--- src/rtl/core/rars_pkg.sv ---
// Shared constants and controller/datapath interface types for the range add / range sum block.
`timescale 1ns / 1ps
package rars_pkg;

  localparam int ENTRIES    = 4096;
  localparam int BLOCK_SIZE = 64;
  localparam int BLOCKS     = (ENTRIES + BLOCK_SIZE - 1) / BLOCK_SIZE;

  localparam int RANGE_W = 12;
  localparam int DELTA_W = 32;
  localparam int SUM_W   = 64;

  localparam int ADDR_W = $clog2(ENTRIES);
  localparam int BLK_W  = (BLOCKS > 1) ? $clog2(BLOCKS) : 1;
  localparam int BLKC_W = $clog2(BLOCKS + 1);
  localparam int IDX_W  = $clog2(BLOCKS * BLOCK_SIZE + 1);
  localparam int CMP_W  = (IDX_W > RANGE_W) ? IDX_W : RANGE_W;
  localparam int CNT_W  = $clog2(BLOCK_SIZE + 1);

  localparam logic MODE_ADD   = 1'b0;
  localparam logic MODE_QUERY = 1'b1;

  typedef struct packed {
    logic clr;
    logic load;
    logic advance;
    logic scan;
    logic mul;
    logic wb;
    logic issue;
    logic out_load;
  } ctl_t;

  typedef struct packed {
    logic clr_last;
    logic in_empty;
    logic query;
    logic scan_done;
    logic scan_skip;
    logic whole;
    logic elem_last;
    logic out_busy;
  } sts_t;

endpackage

--- src/rtl/core/rars_ctrl.sv ---
// Sequencing state machine: clearing pass, block walk, element walk and result hand-off.
`timescale 1ns / 1ps
module rars_ctrl (
  input  logic          clk,
  input  logic          rst,
  input  logic          item_valid,
  output logic          item_ready,
  input  rars_pkg::sts_t sts,
  output rars_pkg::ctl_t ctl
);
  import rars_pkg::*;

  typedef enum logic [7:0] {
    ST_CLEAR = 8'b0000_0001,
    ST_IDLE  = 8'b0000_0010,
    ST_SCAN  = 8'b0000_0100,
    ST_MUL   = 8'b0000_1000,
    ST_WB    = 8'b0001_0000,
    ST_ELEM  = 8'b0010_0000,
    ST_DRAIN = 8'b0100_0000,
    ST_DONE  = 8'b1000_0000
  } state_t;

  state_t state;
  state_t state_next;

  assign item_ready = (state == ST_IDLE);

  always_comb begin
    state_next = state;
    ctl        = '0;
    unique case (state)
      ST_CLEAR: begin
        ctl.clr = 1'b1;
        if (sts.clr_last) begin
          state_next = ST_IDLE;
        end
      end
      ST_IDLE: begin
        if (item_valid) begin
          ctl.load   = 1'b1;
          state_next = sts.in_empty ? ST_DONE : ST_SCAN;
        end
      end
      ST_SCAN: begin
        if (sts.scan_done) begin
          state_next = ST_DONE;
        end else if (sts.scan_skip) begin
          ctl.advance = 1'b1;
        end else begin
          ctl.scan   = 1'b1;
          state_next = ST_MUL;
        end
      end
      ST_MUL: begin
        ctl.mul    = 1'b1;
        state_next = ST_WB;
      end
      ST_WB: begin
        ctl.wb = 1'b1;
        if (sts.whole) begin
          ctl.advance = 1'b1;
          state_next  = ST_SCAN;
        end else begin
          state_next = ST_ELEM;
        end
      end
      ST_ELEM: begin
        ctl.issue = 1'b1;
        if (sts.elem_last) begin
          state_next = ST_DRAIN;
        end
      end
      ST_DRAIN: begin
        ctl.advance = 1'b1;
        state_next  = ST_SCAN;
      end
      ST_DONE: begin
        if (!sts.query) begin
          state_next = ST_IDLE;
        end else if (!sts.out_busy) begin
          ctl.out_load = 1'b1;
          state_next   = ST_IDLE;
        end
      end
      default: begin
        state_next = ST_CLEAR;
      end
    endcase
  end

  always_ff @(posedge clk) begin
    if (rst) begin
      state <= ST_CLEAR;
    end else begin
      state <= state_next;
    end
  end

endmodule

--- config.mk ---
export PLATFORM = sky130hd
export DESIGN_NAME = rars_ctrl
export DESIGN_NICKNAME = d
export VERILOG_FILES = /design/src/rtl/core/rars_pkg.sv /design/src/rtl/core/rars_ctrl.sv
export SDC_FILE = /design/constraint.sdc
export NUM_CORES = 1
export LEC_CHECK = 0
export BUFFER_PORTS_ARGS = -buffer_cell sky130_fd_sc_hd__buf_2
export CORE_MARGIN = 4
export CORE_UTILIZATION = 42
export CTS_CLUSTER_DIAMETER = 30
export DETAILED_ROUTE_END_ITERATION = 12
export MAX_ROUTING_LAYER = met4
export PLACE_DENSITY = 0.84
export RECOVER_POWER = 50
export SLEW_MARGIN = 20
export SYNTH_ARGS = -nofsm -noshare
export SYNTH_HDL_FRONTEND = slang
export SYNTH_SLANG_ARGS = --single-unit
--- constraint.sdc ---
create_clock -name clk -period 1.5 [get_ports clk]
set_input_delay 0 -clock clk [delete_from_list [all_inputs] [get_ports clk]]
set_output_delay 0 -clock clk [all_outputs]
set_load 0.01 [all_outputs]
==> run summary, run 1 <==
CLOCK TREE
--------------------------------------------------------------------------------------
Post-CTS setup repair buffer count                                                  13
Count of H-tree levels built during CTS                                              1
Quantity of gates resized following cts                                             49
Count of clock tree sinks                                                            8
Maximum root-to-sink buffer count                                                    2
Clock tree root buffer cell                                               sky130_fd_sc_hd__clkbuf_4
Number of hold buffers added after CTS                                               1
Number of buffers created by CTS                                                     3

SYNTH
--------------------------------------------------------------------------------------
Share of the yosys chip area belonging to registers                              28.3%
Area of the mapped netlist                                                     566 µm²
Synth async-reset ratio                                                             0%
Dominant cell by count in the synthesized netlist                         sky130_fd_sc_hd__dfxtp_1
Post-synthesis cell type with the largest combined area                   sky130_fd_sc_hd__dfxtp_1
Number of warnings issued by yosys                                                   0
Commonest cells in the netlist                                            8 x sky130_fd_sc_hd__dfxtp_1, 7 x sky130_fd_sc_hd__nor2_1, 5 x sky130_fd_sc_hd__nor3_1, 4 x sky130_fd_sc_hd__nor2b_1
Synthesized netlist net count                                                       75
Distinct cell type count after synthesis                                            32
Mean instance size in the synthesized netlist                                 8.84 µm²
Count of flip-flops with a built-in enable after synthesis                           0
Share of the synthesized area in the top cell type                               28.3%
Register bit total from synthesis                                                    8
Synth top area cells                                                      sky130_fd_sc_hd__dfxtp_1 28%, sky130_fd_sc_hd__nor4_4 7.5%, sky130_fd_sc_hd__nor2_1 4.6%
Post-synth top flop                                                       sky130_fd_sc_hd__dfxtp_1
Cell count after synthesis                                                          64

FLOORPLAN
--------------------------------------------------------------------------------------
DIE WIDTH                                                                      44.7 µm
DIE HEIGHT                                                                     44.7 µm
Number of rows created at floorplan                                                 12
Initial core utilization                                                         47.7%
Top-Level Pins                                                                      20

PLACEMENT
--------------------------------------------------------------------------------------
Quantity of I/O buffers inserted on ports                                           19
Setup WS pre-CTS                                                             -0.212 ns
Half-perimeter wire length after detailed placement                            1550 µm
Weighted congestion reported at the end of routability-driven placement          0.901

RUN STATUS
--------------------------------------------------------------------------------------
Stage at which the flow ended                                             clock tree synthesis
Result of the run                                                         aborted with a tool error
Run-stopping error                                                        [ERROR DPL-0038] Utilization greater than 100%, impossible to legalize

==> logic make-up after synthesis <==
group                     Yosys count  share of synthesized area, %
AOI/OAI and AO/OA                   7                          9.96
xor gates and xnor gates            1                          1.55
buffers and inverters               3                          1.99
DFF                                 8                          28.3
and+or+nand+nor                    45                          58.2
==> through the flow <==
step                area [µm²]  std cells  setup TNS [ns]  utilization (%)  hold WS [ns]
global placement           853        120          -0.765             71.9         0.236
floorplan                  568         64          -0.516                -        0.0495
detailed placement         853        120           -1.18             71.9         0.243
==> run 2: changes to the inputs <==
Settings changed: CORE_AREA from default to 4 4 65 67, CORE_MARGIN 4 to default, CORE_UTILIZATION 42 to default, CTS_CLUSTER_DIAMETER 30 to default, DIE_AREA from default to 0 0 69 71, MAX_ROUTING_LAYER met4 to default, PLACE_DENSITY 0.84 to default, PLACE_DENSITY_LB_ADDON from default to 0.15.
Clock period 1.5 ns to 1.95 ns, I/O delays scaled along.
==> run 2 against run 1 <==
Effect of this change: area after synthesis unchanged; synthesized cell count unchanged; the flow now finishes without violations.
==> run summary, run 2 <==
SETUP PATH
--------------------------------------------------------------------------------------
Crit-path max FO                                                                     5
Cells along the critical path                                             or4_4 -> nor4_4 -> nand4b_4 -> nor2_2 -> o221a_1
Crit path DAT                                                                  1.94 ns
Worst reg2reg path startpoint                                                 state[5]
Critical Path Start Type                                                      register
Crit path capture                                                             state[2]
Kind of capture point of the worst setup path                                 register
Endpoint of the lowest-slack register-to-register path                        state[2]
Crit path largest cell delay                                                   0.59 ns
Category of the critical setup timing path                                     reg2reg
Required time at the worst-slack endpoint                                      2.07 ns
Worst path slowest cell                                                   sky130_fd_sc_hd__or4_4
Internal reg-to-reg setup slack                                                0.13 ns
Worst setup path startpoint                                                   state[5]
Number of cell instances on the worst register-to-register path                      5

ROUTING
--------------------------------------------------------------------------------------
Pre-Repair DR Iteration Count                                                        3
Vias                                                                               577
DR WL/cell                                                                     11.8 µm
Routed wire length                                                             1660 µm
Number of remaining DRC errors                                                       0
Iteration-0 DRC count of the detailed router                                        24
Average vias per placed instance                                                  4.12
Count of nets left with antenna violations after detail routing                      0

GLOBAL ROUTING
--------------------------------------------------------------------------------------
Initial antenna violation count                                                      0
Via count of the first global-routing pass                                         604
Pin count of the biggest net entering global routing                                 7
GRT Total Usage                                                                  7.69%
First-pass GRT wire length                                                     2990 µm
Remaining global-route overflow                                                      0

LAYOUT
--------------------------------------------------------------------------------------
Area overhead of the layout relative to synthesis                                39.8%
Fraction of final layout cells with drive strength greater than 1                31.5%
Fill cell count                                                                    426
Registers with the most flip-flops                                        state: 8 flops
Number of flip-flops in the largest register                                         8
Post-layout nets                                                                   105
Largest reg by FF count                                                          state
Antenna cells                                                                        0
Number of standard cells in the final layout excluding fillers                     140
Most frequent standard cell in the layout excluding fill and tap cells    sky130_fd_sc_hd__buf_2
Most frequent cells in the layout                                         15 x sky130_fd_sc_hd__buf_2, 8 x sky130_fd_sc_hd__dfxtp_1, 7 x sky130_fd_sc_hd__nor2_1, 7 x sky130_fd_sc_hd__clkbuf_1, 5 x sky130_fd_sc_hd__nor3_1

PWR
--------------------------------------------------------------------------------------
Power per cell area                                                         685 nW/µm²
Maximum vdd ir drop                                                           0.282 mV
Final Power                                                                     541 µW
Leakage power                                                                 0.317 nW

FLOORPLAN
--------------------------------------------------------------------------------------
Number of rows created at floorplan                                                 22   was 12
Initial core utilization                                                         15.6%   was 47.7%
DIE HEIGHT                                                                       71 µm   was 44.7 µm
Die Outline Area                                                              4900 µm²
Top-Level Pins                                                                      20   unchanged
DIE WIDTH                                                                        69 µm   was 44.7 µm
Core area                                                                     3630 µm²

TIMING
--------------------------------------------------------------------------------------
Final setup margin                                                            0.130 ns
Tightest Pin Transition                                                       0.366 ns
Final total negative setup slack                                                  0 ns
Worst clock skew                                                            0.00134 ns
Hold Fails Final Rpt                                                                 0
Final period utilization                                                         93.3%
Final-report max-slew violation count                                                0
Final setup violating endpoints                                                      0
Achievable Freq                                                                549 MHz
Setup repair after global routing missed its margin                                 no
Fin crit period                                                                1.82 ns
Headroom to the max-slew limit                                                   75.3%

SYNTH
--------------------------------------------------------------------------------------
Cell count after synthesis                                                          64   unchanged
Post-synthesis cell type with the largest combined area                   sky130_fd_sc_hd__dfxtp_1   unchanged
Distinct cell type count after synthesis                                            32   unchanged
Register bit total from synthesis                                                    8   unchanged
Synthesized netlist net count                                                       75   unchanged
Synth top area cells                                                      sky130_fd_sc_hd__dfxtp_1 28%, sky130_fd_sc_hd__nor4_4 7.5%, sky130_fd_sc_hd__nor2_1 4.6%   unchanged
Post-synth top flop                                                       sky130_fd_sc_hd__dfxtp_1   unchanged
Commonest cells in the netlist                                            8 x sky130_fd_sc_hd__dfxtp_1, 7 x sky130_fd_sc_hd__nor2_1, 5 x sky130_fd_sc_hd__nor3_1, 4 x sky130_fd_sc_hd__nor2b_1   unchanged
Area of the mapped netlist                                                     566 µm²   unchanged
Count of flip-flops with a built-in enable after synthesis                           0   unchanged
Mean instance size in the synthesized netlist                                 8.84 µm²   unchanged
Number of warnings issued by yosys                                                   0   unchanged
Dominant cell by count in the synthesized netlist                         sky130_fd_sc_hd__dfxtp_1   unchanged
Share of the synthesized area in the top cell type                               28.3%   unchanged
Synth async-reset ratio                                                             0%   unchanged
Share of the yosys chip area belonging to registers                              28.3%   unchanged

PLACEMENT
--------------------------------------------------------------------------------------
Setup WS pre-CTS                                                              0.116 ns   was -0.212 ns
DP Cell Count                                                                      137   was 120
Quantity of I/O buffers inserted on ports                                           19   unchanged
Weighted congestion reported at the end of routability-driven placement          0.720   was 0.901
Half-perimeter wire length after detailed placement                            1450 µm   was 1550 µm

RUN STATUS
--------------------------------------------------------------------------------------
Result of the run                                                         finished clean   was aborted with a tool error

CLOCK TREE
--------------------------------------------------------------------------------------
Number of hold buffers added after CTS                                               0   was 1
Worst-Skew Late Latency                                                        0.23 ns
Number of buffers created by CTS                                                     3   unchanged
Count of clock tree sinks                                                            8   unchanged
CTS tree                                                                           yes
Count of H-tree levels built during CTS                                              1   unchanged
Quantity of gates resized following cts                                              0   was 49
Clock-pin slew on the worst setup and hold paths                               0.04 ns
Post-CTS setup repair buffer count                                                   0   was 13
Maximum root-to-sink buffer count                                                    2   unchanged
Clock tree root buffer cell                                               sky130_fd_sc_hd__clkbuf_8   was sky130_fd_sc_hd__clkbuf_4

FLOW RUN
--------------------------------------------------------------------------------------
Number of max-cap violations                                                         0

WORST HOLD PATH
--------------------------------------------------------------------------------------
Worst Hold Class                                                                in2reg

## run 2: cell counts after synthesis
No cell type changed its count.
## run 2: layout make-up
class,count,area [µm²],share of cell area [%]
Multi-Input combinational cell,53,394,49.8
Tap cell,48,60.1,7.59
Sequential cell,8,160,20.3
Inverter,3,11.3,1.42
Clock buffer,3,41.3,5.22
Timing Repair Buffer,25,124,15.7
## run 2: critical path, delay by kind of cell, from the launching register on
family / cells / cell delay [ns]
DFF: 1 / 0.33
AOI/OAI and AO/OA: 1 / 0.21
and+or+nand+nor: 4 / 1.17
## run 2: cell families (layout without fill, tap and decap cells)
logic type,count (synthesis),after routing,synth area share [%]
and+or+nand+nor,45,45,58.2
xor gates and xnor gates,1,1,1.55
buffers and inverters,3,31,1.99
DFF,8,8,28.3
AOI/OAI and AO/OA,7,7,9.96
## run 2: power breakdown
part / switching (mW) / total, mW / internal, mW
Clock: 0.0691 / 0.203 / 0.134
Sequential: 0.0122 / 0.187 / 0.175
Combinational: 0.0837 / 0.151 / 0.0675
Total: 0.165 / 0.541 / 0.376
## run 2: worst min-delay path by stage
stage	startpoint	end	slack, ns	depth (start not counted)
final	rst	state[5]	0.02	2
after global routing	rst	state[6]	0.03	2
after CTS	rst	state[5]	0.02	2
after detailed placement	sts[0]	ctl[0]	0.25	3
after global placement	sts[0]	ctl[0]	0.25	3
after floorplan	sts[0]	ctl[0]	0.05	1
## run 2: stage by stage
step / cell area (µm²) / hold slack, ns / util [%]
5_1_grt: 791 / 0.0282 / 21.8
4_1_cts: 807 / 0.0183 / 22.2
3_3_place_gp: 766 / 0.249 / 21.1
2_1_floorplan: 566 / 0.0495 / -
3_5_place_dp: 766 / 0.255 / 21.1
6_report: 791 / 0.0186 / 21.8
## run 2: layer usage
layer | vias up | wire, µm | GRT usage (%)
li1 | 301 | - | -
met1 | 263 | 820 | 9.86
met2 | 11 | 753 | 12.0
met3 | 2 | 77 | 3.55
met4 | 0 | 6 | 1.30
met5 | - | 0 | 0
Power figures use the tool's default switching activity.
